[config.mk]
export PLATFORM = sky130hd
export DESIGN_NAME = ms_adpcm_decoder_core_flat
export DESIGN_NICKNAME = d
export VERILOG_FILES = /design/src/rtl/msadpcm_pkg.sv /design/src/rtl/msadpcm_if.sv /design/src/rtl/msadpcm_front.sv /design/src/rtl/msadpcm_queue.sv /design/src/rtl/msadpcm_back.sv /design/src/rtl/ms_adpcm_decoder_core.sv /design/src/flat_wrapper.sv
export SDC_FILE = /design/constraint.sdc
export NUM_CORES = 2
export LEC_CHECK = 0
export BUFFER_PORTS_ARGS = -buffer_cell sky130_fd_sc_hd__buf_2
export CORE_MARGIN = 8
export CORE_UTILIZATION = 60
export DETAILED_ROUTE_END_ITERATION = 7
export MAX_ROUTING_LAYER = met4
export PLACE_DENSITY_LB_ADDON = 0.3
export SETUP_SLACK_MARGIN = 0.05
export SYNTH_ARGS = -nofsm -noshare
export SYNTH_HDL_FRONTEND = slang
export SYNTH_SLANG_ARGS = --single-unit
[constraint.sdc]
create_clock -name clk -period 21.1 [get_ports clk]
set_input_delay 2.11 -clock clk [delete_from_list [all_inputs] [get_ports clk]]
set_output_delay 2.11 -clock clk [all_outputs]
set_load 0.01 [all_outputs]
[src/rtl/msadpcm_pkg.sv]
`timescale 1ns / 1ps

package msadpcm_pkg;

  localparam int CHANNELS_DEFAULT = 2;
  localparam int QUEUE_DEPTH      = 2;

  localparam int SAMPLE_W = 16;
  localparam int DELTA_W  = 31;

  localparam logic [32:0] DELTA_MIN = 33'd16;
  localparam logic [32:0] DELTA_MAX = 33'd2147483647;

  // Coefficient pairs; the eighth entry is never loaded and falls back to the first.
  localparam logic signed [10:0] COEF0 [8] =
    '{11'sd256, 11'sd512, 11'sd0, 11'sd192, 11'sd240, 11'sd460, 11'sd392, 11'sd256};
  localparam logic signed [10:0] COEF1 [8] =
    '{11'sd0, -11'sd256, 11'sd0, 11'sd64, 11'sd0, -11'sd208, -11'sd232, 11'sd0};

  localparam logic [9:0] ADAPT [16] =
    '{10'd230, 10'd230, 10'd230, 10'd230, 10'd307, 10'd409, 10'd512, 10'd614,
      10'd768, 10'd614, 10'd512, 10'd409, 10'd307, 10'd230, 10'd230, 10'd230};

  localparam logic [7:0] PAIR_COUNT = 8'd7;

  typedef enum logic [1:0] {
    CMD_DATA,
    CMD_HDR,
    CMD_BAD
  } cmd_kind_t;

  typedef struct packed {
    cmd_kind_t                    kind;
    logic                         channel;
    logic [2:0]                   coef;
    logic [14:0]                  delta;
    logic signed [SAMPLE_W-1:0]   newer;
    logic signed [SAMPLE_W-1:0]   older;
    logic [3:0]                   nibble;
  } cmd_t;

  typedef struct packed {
    logic full;
    logic empty;
  } queue_status_t;

  typedef enum logic [1:0] {
    B_IDLE,
    B_FIN,
    B_HDR2
  } back_state_t;

endpackage

[src/rtl/msadpcm_if.sv]
`timescale 1ns / 1ps

interface msadpcm_item_if import msadpcm_pkg::*; ();
  logic                       valid;
  logic                       ready;
  logic                       op;
  logic                       channel;
  logic [7:0]                 pred_index;
  logic signed [SAMPLE_W-1:0] init_delta;
  logic signed [SAMPLE_W-1:0] init_newer;
  logic signed [SAMPLE_W-1:0] init_older;
  logic [3:0]                 nibble;

  modport source (output valid, op, channel, pred_index, init_delta, init_newer,
                  init_older, nibble, input ready);
  modport sink (input valid, op, channel, pred_index, init_delta, init_newer,
                init_older, nibble, output ready);
endinterface

interface msadpcm_result_if import msadpcm_pkg::*; ();
  logic                       valid;
  logic                       ready;
  logic signed [SAMPLE_W-1:0] sample;
  logic                       channel_out;
  logic                       error;
  logic                       last;

  modport source (output valid, sample, channel_out, error, last, input ready);
  modport sink (input valid, sample, channel_out, error, last, output ready);
endinterface

[src/rtl/msadpcm_front.sv]
`timescale 1ns / 1ps

module msadpcm_front import msadpcm_pkg::*; #(
  parameter int CHANNELS = CHANNELS_DEFAULT
) (
  msadpcm_item_if.sink item,
  input  queue_status_t qstat,
  output logic          push,
  output cmd_t          cmd
);

  logic ch_sat;

  // Channels beyond the configured count fold onto the last one.
  assign ch_sat = (32'(item.channel) >= 32'(CHANNELS)) ? 1'(CHANNELS - 1) : item.channel;

  assign item.ready = !qstat.full;
  assign push       = item.valid && !qstat.full;

  always_comb begin
    cmd.channel = ch_sat;
    cmd.coef    = item.pred_index[2:0];
    cmd.delta   = item.init_delta[14:0];
    cmd.newer   = item.init_newer;
    cmd.older   = item.init_older;
    cmd.nibble  = item.nibble;
    if (item.op) begin
      cmd.kind = CMD_DATA;
    end else if (item.pred_index >= PAIR_COUNT || item.init_delta[SAMPLE_W-1]) begin
      cmd.kind = CMD_BAD;
    end else begin
      cmd.kind = CMD_HDR;
    end
  end

endmodule

[src/rtl/msadpcm_queue.sv]
`timescale 1ns / 1ps

module msadpcm_queue import msadpcm_pkg::*; (
  input  logic          clk,
  input  logic          rst,
  input  logic          push,
  input  cmd_t          push_cmd,
  input  logic          pop,
  output cmd_t          head,
  output queue_status_t qstat
);

  localparam int PW = (QUEUE_DEPTH > 1) ? $clog2(QUEUE_DEPTH) : 1;

  cmd_t        slots [QUEUE_DEPTH];
  logic [PW-1:0] wr_ptr;
  logic [PW-1:0] rd_ptr;
  logic [PW:0]   count;

  function automatic logic [PW-1:0] bump(input logic [PW-1:0] p);
    if (32'(p) == QUEUE_DEPTH - 1) begin
      return '0;
    end
    return p + 1'b1;
  endfunction

  assign qstat.full  = (32'(count) == QUEUE_DEPTH);
  assign qstat.empty = (count == '0);
  assign head        = slots[rd_ptr];

  always_ff @(posedge clk) begin
    if (rst) begin
      wr_ptr <= '0;
      rd_ptr <= '0;
      count  <= '0;
    end else begin
      if (push) begin
        wr_ptr <= bump(wr_ptr);
      end
      if (pop) begin
        rd_ptr <= bump(rd_ptr);
      end
      if (push && !pop) begin
        count <= count + 1'b1;
      end else if (pop && !push) begin
        count <= count - 1'b1;
      end
    end
  end

  always_ff @(posedge clk) begin
    if (push) begin
      slots[wr_ptr] <= push_cmd;
    end
  end

endmodule

[src/rtl/msadpcm_back.sv]
`timescale 1ns / 1ps

module msadpcm_back import msadpcm_pkg::*; #(
  parameter int CHANNELS = CHANNELS_DEFAULT
) (
  input  logic          clk,
  input  logic          rst,
  input  cmd_t          head,
  input  queue_status_t qstat,
  output logic          pop,
  msadpcm_result_if.source result
);

  // Per-channel decoder state.
  logic [2:0]                 coef_select [CHANNELS];
  logic [DELTA_W-1:0]         step_delta  [CHANNELS];
  logic signed [SAMPLE_W-1:0] hist_newer  [CHANNELS];
  logic signed [SAMPLE_W-1:0] hist_older  [CHANNELS];

  back_state_t state, state_next;

  // Output register.
  logic                       out_valid;
  logic signed [SAMPLE_W-1:0] out_sample;
  logic                       out_channel;
  logic                       out_error;
  logic                       out_last;

  // Work registers for a data item in flight.
  logic                       ch_q;
  logic signed [26:0]         prod0_q, prod1_q;
  logic signed [35:0]         dprod_q;
  logic [40:0]                aprod_q;
  logic signed [SAMPLE_W-1:0] hold_newer;

  logic can_out;
  logic emit;
  logic signed [SAMPLE_W-1:0] emit_sample;
  logic emit_error, emit_last;
  logic hdr_write, data_write, data_start;

  logic signed [26:0] prod0_d, prod1_d;
  logic signed [35:0] dprod_d;
  logic [40:0]        aprod_d;
  logic signed [27:0] pred_sum;
  logic signed [27:0] pred;
  logic signed [36:0] smp_wide;
  logic signed [SAMPLE_W-1:0] smp_sat;
  logic [32:0]        nd_raw;
  logic [DELTA_W-1:0] nd_clamp;

  assign can_out = !out_valid || result.ready;

  // First half of a data item: four independent products from the stored state.
  always_comb begin
    prod0_d = 27'(hist_newer[head.channel]) * 27'(COEF0[coef_select[head.channel]]);
    prod1_d = 27'(hist_older[head.channel]) * 27'(COEF1[coef_select[head.channel]]);
    dprod_d = 36'($signed(head.nibble)) * 36'($signed({1'b0, step_delta[head.channel]}));
    aprod_d = 41'(step_delta[head.channel]) * 41'(ADAPT[head.nibble]);
  end

  // Second half: prediction, saturation and step adaptation.
  always_comb begin
    pred_sum = 28'(prod0_q) + 28'(prod1_q);
    pred     = pred_sum >>> 8;
    smp_wide = 37'(pred) + 37'(dprod_q);
    if (smp_wide < -37'sd32768) begin
      smp_sat = -16'sd32768;
    end else if (smp_wide > 37'sd32767) begin
      smp_sat = 16'sd32767;
    end else begin
      smp_sat = smp_wide[SAMPLE_W-1:0];
    end
    nd_raw = aprod_q[40:8];
    if (nd_raw < DELTA_MIN) begin
      nd_clamp = DELTA_W'(DELTA_MIN);
    end else if (nd_raw > DELTA_MAX) begin
      nd_clamp = DELTA_W'(DELTA_MAX);
    end else begin
      nd_clamp = nd_raw[DELTA_W-1:0];
    end
  end

  always_comb begin
    state_next  = state;
    pop         = 1'b0;
    emit        = 1'b0;
    emit_sample = '0;
    emit_error  = 1'b0;
    emit_last   = 1'b1;
    hdr_write   = 1'b0;
    data_write  = 1'b0;
    data_start  = 1'b0;
    case (state)
      B_IDLE: begin
        if (!qstat.empty) begin
          case (head.kind)
            CMD_DATA: begin
              pop        = 1'b1;
              data_start = 1'b1;
              state_next = B_FIN;
            end
            CMD_HDR: begin
              if (can_out) begin
                pop         = 1'b1;
                emit        = 1'b1;
                emit_sample = head.older;
                emit_last   = 1'b0;
                hdr_write   = 1'b1;
                state_next  = B_HDR2;
              end
            end
            default: begin
              if (can_out) begin
                pop        = 1'b1;
                emit       = 1'b1;
                emit_error = 1'b1;
              end
            end
          endcase
        end
      end
      B_FIN: begin
        if (can_out) begin
          emit        = 1'b1;
          emit_sample = smp_sat;
          data_write  = 1'b1;
          state_next  = B_IDLE;
        end
      end
      B_HDR2: begin
        if (can_out) begin
          emit        = 1'b1;
          emit_sample = hold_newer;
          state_next  = B_IDLE;
        end
      end
      default: begin
        state_next = B_IDLE;
      end
    endcase
  end

  always_ff @(posedge clk) begin
    if (rst) begin
      state <= B_IDLE;
    end else begin
      state <= state_next;
    end
  end

  always_ff @(posedge clk) begin
    if (rst) begin
      out_valid <= 1'b0;
    end else if (emit) begin
      out_valid <= 1'b1;
    end else if (result.ready) begin
      out_valid <= 1'b0;
    end
  end

  always_ff @(posedge clk) begin
    if (emit) begin
      out_sample  <= emit_sample;
      out_error   <= emit_error;
      out_last    <= emit_last;
      out_channel <= (state == B_IDLE) ? head.channel : ch_q;
    end
    if (pop) begin
      ch_q <= head.channel;
    end
    if (hdr_write) begin
      hold_newer <= head.newer;
    end
    if (data_start) begin
      prod0_q <= prod0_d;
      prod1_q <= prod1_d;
      dprod_q <= dprod_d;
      aprod_q <= aprod_d;
    end
  end

  always_ff @(posedge clk) begin
    if (rst) begin
      for (int i = 0; i < CHANNELS; i++) begin
        coef_select[i] <= '0;
        step_delta[i]  <= '0;
        hist_newer[i]  <= '0;
        hist_older[i]  <= '0;
      end
    end else if (hdr_write) begin
      coef_select[head.channel] <= head.coef;
      step_delta[head.channel]  <= DELTA_W'(head.delta);
      hist_newer[head.channel]  <= head.newer;
      hist_older[head.channel]  <= head.older;
    end else if (data_write) begin
      step_delta[ch_q] <= nd_clamp;
      hist_newer[ch_q] <= smp_sat;
      hist_older[ch_q] <= hist_newer[ch_q];
    end
  end

  assign result.valid       = out_valid;
  assign result.sample      = out_sample;
  assign result.channel_out = out_channel;
  assign result.error       = out_error;
  assign result.last        = out_last;

  // The second half of a header always finds the first result still registered.
  a_hdr2_holds_first: assert property (@(posedge clk) disable iff (rst)
    (state == B_HDR2) |-> (out_valid && !out_last && !out_error))
    else $error("header second phase without a pending first sample");

  // An error result is always the only result of its word.
  a_error_is_last: assert property (@(posedge clk) disable iff (rst)
    (out_valid && out_error) |-> out_last)
    else $error("error result not marked last");

  // After a data word finishes, the channel's step never falls below the minimum.
  a_delta_floor: assert property (@(posedge clk) disable iff (rst)
    data_write |=> (33'(step_delta[ch_q]) >= DELTA_MIN))
    else $error("adapted step below minimum");

  // A data word is popped only into the finishing phase.
  a_data_to_fin: assert property (@(posedge clk) disable iff (rst)
    data_start |=> (state == B_FIN))
    else $error("data word did not enter the finishing phase");

endmodule

[src/rtl/ms_adpcm_decoder_core.sv]
`timescale 1ns / 1ps

// Channel   Role     Word contents
// item      sink     op, channel, pred_index, init_delta, init_newer, init_older, nibble
// result    source   sample, channel_out, error, last
//
// The back end forms a data word's predictor and step products from the channel state,
// then, once the result register is free, sums, saturates and writes the state back.
// A valid header returns its older, then its newer sample; a bad one, one error result.
// Reset is synchronous and clears all channel state to zero and empties the queue.
// The front end keeps accepting words into a two-entry queue while the back end waits
// on a stalled result; the result register frees the back end as soon as it is taken.

module ms_adpcm_decoder_core import msadpcm_pkg::*; #(
  parameter int CHANNELS = CHANNELS_DEFAULT
) (
  input logic clk,
  input logic rst,
  msadpcm_item_if.sink     item,
  msadpcm_result_if.source result
);

  // Queue between the classifying front end and the decoding back end.
  queue_status_t qstat;
  logic          push;
  logic          pop;
  cmd_t          push_cmd;
  cmd_t          head;

  // The front end sorts each word into data, valid header or bad header and folds
  // out-of-range channels onto the last one.
  msadpcm_front #(
    .CHANNELS (CHANNELS)
  ) u_front (
    .item  (item),
    .qstat (qstat),
    .push  (push),
    .cmd   (push_cmd)
  );

  msadpcm_queue u_queue (
    .clk      (clk),
    .rst      (rst),
    .push     (push),
    .push_cmd (push_cmd),
    .pop      (pop),
    .head     (head),
    .qstat    (qstat)
  );

  // The back end owns the per-channel state, so words for the same channel are
  // naturally handled in order.
  msadpcm_back #(
    .CHANNELS (CHANNELS)
  ) u_back (
    .clk    (clk),
    .rst    (rst),
    .head   (head),
    .qstat  (qstat),
    .pop    (pop),
    .result (result)
  );

endmodule
[src/flat_wrapper.sv]
// flat-port wrapper written by rule: the top's interface ports become plain ports
module ms_adpcm_decoder_core_flat import msadpcm_pkg::*;
#(
  parameter int CHANNELS = CHANNELS_DEFAULT
)
  (clk, rst, item_valid, item_op, item_channel, item_pred_index, item_init_delta, item_init_newer, item_init_older, item_nibble, item_ready, result_valid, result_sample, result_channel_out, result_error, result_last, result_ready);
  msadpcm_item_if item_i ();
  msadpcm_result_if result_i ();
  input logic clk;
  input logic rst;
  input wire logic [$bits(item_i.valid)-1:0] item_valid;
  input wire logic [$bits(item_i.op)-1:0] item_op;
  input wire logic [$bits(item_i.channel)-1:0] item_channel;
  input wire logic [$bits(item_i.pred_index)-1:0] item_pred_index;
  input wire logic [$bits(item_i.init_delta)-1:0] item_init_delta;
  input wire logic [$bits(item_i.init_newer)-1:0] item_init_newer;
  input wire logic [$bits(item_i.init_older)-1:0] item_init_older;
  input wire logic [$bits(item_i.nibble)-1:0] item_nibble;
  output wire logic [$bits(item_i.ready)-1:0] item_ready;
  output wire logic [$bits(result_i.valid)-1:0] result_valid;
  output wire logic [$bits(result_i.sample)-1:0] result_sample;
  output wire logic [$bits(result_i.channel_out)-1:0] result_channel_out;
  output wire logic [$bits(result_i.error)-1:0] result_error;
  output wire logic [$bits(result_i.last)-1:0] result_last;
  input wire logic [$bits(result_i.ready)-1:0] result_ready;
  assign item_i.valid = item_valid;
  assign item_i.op = item_op;
  assign item_i.channel = item_channel;
  assign item_i.pred_index = item_pred_index;
  assign item_i.init_delta = item_init_delta;
  assign item_i.init_newer = item_init_newer;
  assign item_i.init_older = item_init_older;
  assign item_i.nibble = item_nibble;
  assign item_ready = item_i.ready;
  assign result_valid = result_i.valid;
  assign result_sample = result_i.sample;
  assign result_channel_out = result_i.channel_out;
  assign result_error = result_i.error;
  assign result_last = result_i.last;
  assign result_i.ready = result_ready;
  ms_adpcm_decoder_core #(.CHANNELS(CHANNELS)) u_core (.clk(clk), .rst(rst), .item(item_i), .result(result_i));
endmodule
Yosys cells after proc, flatten, opt, wreduce, memory -nomap -nowiden --
Memories as Yosys holds them, arrays and structs flattened. A register that Yosys moved wholly into a read port is not among the register bits. Index checks and enable logic that the tools add are counted.
Storage, ports and cells: bits in read-only memories 336, word-level logic and storage cells 165, flip-flop bits (word level) 174, memory bits (writable) 246, memories 8
Cells by class: $mul 4, equal/unequal tests 8, reductions and logical operators 25, bitwise operators 4, $lt $le $gt $ge 7, add/sub/neg operators 6, muxes and demuxes 88
Memories:
- (name not given) | depth 16, width 10, read ports 1, clocked after memory_dff 0, write ports 0, line msadpcm_back.sv:59 | aprod_d = 41'(step_delta[head.channel]) * 41'(ADAPT[head.nibble]);
- u_core.u_queue.slots | depth 2, width 57, read ports 1, clocked after memory_dff 1, write ports 1, line msadpcm_queue.sv:15 | cmd_t slots [QUEUE_DEPTH];
- (name not given) | depth 8, width 11, read ports 1, clocked after memory_dff 0, write ports 0, line msadpcm_back.sv:57 | prod1_d = 27'(hist_older[head.channel]) * 27'(COEF1[coef_select[head.channel]]);
- (name not given) | depth 8, width 11, read ports 1, clocked after memory_dff 0, write ports 0, line msadpcm_back.sv:56 | prod0_d = 27'(hist_newer[head.channel]) * 27'(COEF0[coef_select[head.channel]]);
- u_core.u_back.step_delta | depth 2, width 31, read ports 1, clocked after memory_dff 0, write ports 2, line msadpcm_back.sv:16 | logic [DELTA_W-1:0] step_delta [CHANNELS];
- u_core.u_back.hist_newer | depth 2, width 16, read ports 2, clocked after memory_dff 1, write ports 2, line msadpcm_back.sv:17 | logic signed [SAMPLE_W-1:0] hist_newer [CHANNELS];
- +2 memories
Operators by type and width (number):
- $mux 16 | 11
- $mux 31 | 4
- $reduce_or 16->1 | 4
- $reduce_or 31->1 | 2
- $mux 1 | 55
- $mul 16x11->27 | 2
- $pmux 16 s3 | 1
- $mux 11 | 4
- $mul 31x10->41 | 1
- $add 20x36->37 | 1
- $gt 37x16->1 const B | 1
- $lt 37x16->1 const B | 1
- $mul 4x32->36 | 1
- $gt 33x31->1 const B | 1
- $lt 33x5->1 const B | 1
- $add 27x27->28 | 1
- $mux 10 | 2
- $mux 2 | 7
- $ge 8x3->1 const B | 1
- $pmux 2 s2 | 2
- $logic_not 2->1 | 3
- $reduce_or 3->1 | 2
- $ge 5x5->1 const B | 1
- $not 4->5 | 1
- 21 further kinds | 32

Logic depth before layout (Yosys ltp) --
word-level depth 12, mapped depth 34, depth with buffers taken out 31

Cells and area by module --
From an unflattened synthesis, not the netlist that was laid out.
Second synthesis, totals: cells, all modules 3800, area, all modules 40242.3 um^2
By module, submodules not included:
- msadpcm_back | sequential area each 8638.3 um^2, instances 1, cells an instance 3539, area an instance 35457.8 um^2
- msadpcm_queue | sequential area each 3523.4 um^2, instances 1, cells an instance 199, area an instance 4324.1 um^2
- msadpcm_front | sequential area each 0.0 um^2, instances 1, cells an instance 62, area an instance 460.4 um^2

Worst setup path after synthesis --
Ideal clock, no wire load.
path kind reg-to-reg, start register (tool-made name), end register u_core.u_back.aprod_q[40] (data pin), data required time 20964 ps, cell stages (with the launch flop) 29, data arrival time 8322 ps, path buffers 5, period minus slack after synthesis 8458 ps, setup slack 12642 ps, path through dfxtp_1 -> clkbuf_1 -> mux2i_1 -> inv_1 -> clkbuf_1 -> clkbuf_1 -> ha_1 -> clkbuf_1 -> o22ai_1 -> clkbuf_1 -> nand2_1 -> fa_1 -> inv_1 -> fa_1 -> fa_1 -> fa_1 -> fa_1 -> ha_1 -> a21o_1 -> a221oi_2 -> o21ai_1 -> or3_4 -> a221oi_2 -> a21boi_2 -> a311o_1 -> o21ai_2 -> o211ai_2 -> or4_1 -> nand3_1
RTL lines:
- to (signal assigned) | line msadpcm_back.sv:179 | aprod_q <= aprod_d;
- to (decl) | line msadpcm_back.sv:33 | logic [40:0] aprod_q;

==> flow_summary.yaml <==
yosys:
  yosysSeqAreaShare: 0.308
  synthTopCellsByArea: "edfxtp_1 30%, fa_1 24%, ha_1 12%"
  synth-edff-count: 399
  synth-async-reset-ratio: 0
  netlist_area_mm2: 0.0395
  synthFlopType: "edfxtp_1"
  ys_seq_elements: 408
  yosysUniqueCellTypes: 99
  syn-num-nets: 4701
  synth_cells: 3789
  synth-warning-count: 0
  syn_avg_cell_area_um2: 10.4
  yosysTopAreaCell: "edfxtp_1"
  synth_top_area_share: 0.304
place:
  dp_hpwl_um: 73900
  gp_congestion: 0.959
  port_buffers: 86
  place_area_mm2: 0.0408
setup_path:
  cp_common_cell: "fa_1"
  critical-path-top-delay-family: "compound AO/OA/AOI/OAI gates"
  path_class: "register to register"
  max_stage_delay_ns: 1.04
  path_max_fanout: 55
  path_buf_inv: 5
  end_kind: "register"
  cp.required_ns: 21.44
  crit_slowest_cell: "a21boi_1"
  cp-start-kind: "register"
  crit_arrival_ns: 9.74
cts:
  cts_resized: 0
  clock_path_buffers: 3
  cts_buffers: 46
  path_clk_slew_ns: 0.06
  cts_sinks: 408
  cts_hold_buf: 0
  clkLatencyLatePin_ns: 0.60
  clockRootBuffer: "clkbuf_16"
  post_cts_buffers: 0
  htreeDepth: 2
  cts_tree: "done"
finish:
  seqCellArea_mm2: 0.0122
  diodes: 0
  fin_area_mm2: 0.0424
  nFillCells: 5164
  fin_nets: 4740
  multi_input_area_mm2: 0.0252
  drive_gt1_frac: 0.0776
  final_cell_mix: "507 x nor2_1, 475 x fa_1, 447 x inv_1"
  syn2layout_area_growth_pct: 7.51
  mostFrequentLayoutCell: "nor2_1"
sta:
  finalClockSkew_ns: 0.0153
  worst_slew_pin_slew_ns: 1.20
  rsz0062_at_grt: "no"
  layout_min_cycle_time_ns: 9.41
  finalSetupTns_ns: 0
  finalHoldViolCount: 0
  slew_headroom: 0.195
  fmax_mhz: 106
  setup-violations-final: 0
  fin_crit_sh: 0.446
  slew_viol_final: 0
route:
  postRouteWirelength_um: 93200
  vias: 27600
  drt_iter0_markers: 2064
  drc: 0
  avgRoutedWirePerCell_um: 19.7
  first_pass_iters: 5
  routed_via_density: 5.84
  drtAntennaViolNets: 0
floorplan:
  rows: 94
  coreArea_mm2: 0.0654
  die_w_um: 272
  dieArea_mm2: 0.0742
  initial_core_util: 0.603
  die_height_um: 272
  pin_count: 87
hold_path:
  min_path_type: "register to register"
global_routing:
  grt.total_usage: 0.262
  grt_max_degree: 73
  overflow: 0
  antenna_found_initial: 0
  grt_pass1_vias: 28400
  grt_pass1_wl_um: 151000
run_status:
  status: "complete, no violations"
flow_run:
  maxCapViolCount: 0
==> final cells by class <==
cell class / count / share of cell area
Timing Repair Buffer: 122 / 0.0165
Inverter: 450 / 0.0398
Clock inverter: 36 / 0.0111
Sequential cell: 408 / 0.287
Clock buffer: 50 / 0.0275
Tap cell: 864 / 0.0255
Multi-Input combinational cell: 2800 / 0.593
==> worst reg2reg max path, delay by kind of cell (launching register included) <==
family,cells,cell delay [ns]
simple gates,4,1.22
fa+ha+maj,6,2.61
xor+xnor,1,0.10
flops,1,0.39
mux,1,0.19
buf+inv,5,1.38
compound gates,11,3.29
==> metrics by stage <==
step | setup slack, ns | cells | hold WS [ns] | utilization
floorplan | 12.64 | 3789 | 0.472 | -
global placement | 12.02 | 4644 | 0.486 | 0.624
detailed placement | 11.84 | 4644 | 0.514 | 0.624
CTS | 11.77 | 4730 | 0.532 | 0.649
global route | 11.11 | 4730 | 0.579 | 0.649
finish | 11.70 | 4730 | 0.539 | 0.649
==> state kept, by name (all words and copies together), names as in the netlist, named ones only <==
name and cells:
u_core.u_queue.slots 114, u_core.u_back.step_delta 62, u_core.u_back.dprod_q 36, u_core.u_back.aprod_q 33, u_core.u_back.hist_newer 32, u_core.u_back.hist_older 32, u_core.u_back.prod0_q 24, u_core.u_back.prod1_q 24
u_core.u_back.hold_newer 16, u_core.u_back.result.sample 16, u_core.u_back.coef_select 6, u_core.u_back.state 2, u_core.u_queue.count 2, u_core.u_back.ch_q 1, u_core.u_back.result.channel_out 1, u_core.u_back.result.error 1
u_core.u_back.result.last 1, u_core.u_back.result.valid 1, u_core.u_queue.rd_ptr 1, u_core.u_queue.wr_ptr 1
==> per-layer routing <==
layer | vias up | wire length [um] | global-route usage
met5 | - | 0 | -
met1 | 13700 | 37600 | 0.328
met3 | 214 | 6260 | 0.0451
met2 | 890 | 45600 | 0.428
li1 | 12800 | - | -
met4 | 0 | 3730 | 0.0977
==> cells by family after synthesis <==
group / Yosys count / synth area share
xor+xnor: 141 / 0.0313
compound gates: 519 / 0.0863
mux: 111 / 0.0289
fa+ha+maj: 846 / 0.359
buf+inv: 581 / 0.0561
simple gates: 1183 / 0.131
flops: 408 / 0.308
==> worst paths after layout <==
path | startpoint | to | slack (ns) | cells after the start
setup / recovery | register | u_core.u_back.prod0_q[25] | 11.70 | 28
hold reg to reg | u_core.u_queue.count[1] | u_core.u_queue.count[1] | 0.54 | 2
hold / removal | u_core.u_queue.count[1] | u_core.u_queue.count[1] | 0.54 | 2
setup reg to reg | register | u_core.u_back.prod0_q[25] | 11.70 | 28
==> cell usage after synthesis (16+ instances only) <==
cell	instances
mux2_2	21
or2_2	36
o21ai_0	114
nor3_1	41
and3_1	17
nand3_1	26
a22oi_1	18
inv_1	447
o22ai_1	47
edfxtp_1	399
nand4_1	16
mux2i_1	89
nand2_1	391
nand2b_1	16
a21oi_1	130
ha_1	371
fa_1	475
xnor2_1	97
xor2_1	44
nor2_1	509
o21a_1	28
clkbuf_1	113
and2_1	66
a21o_1	44
nor2b_1	21
Power is left out: the tool's default activity adds up to more than one toggle a clock period on the data nets, which glitch-free logic cannot reach.
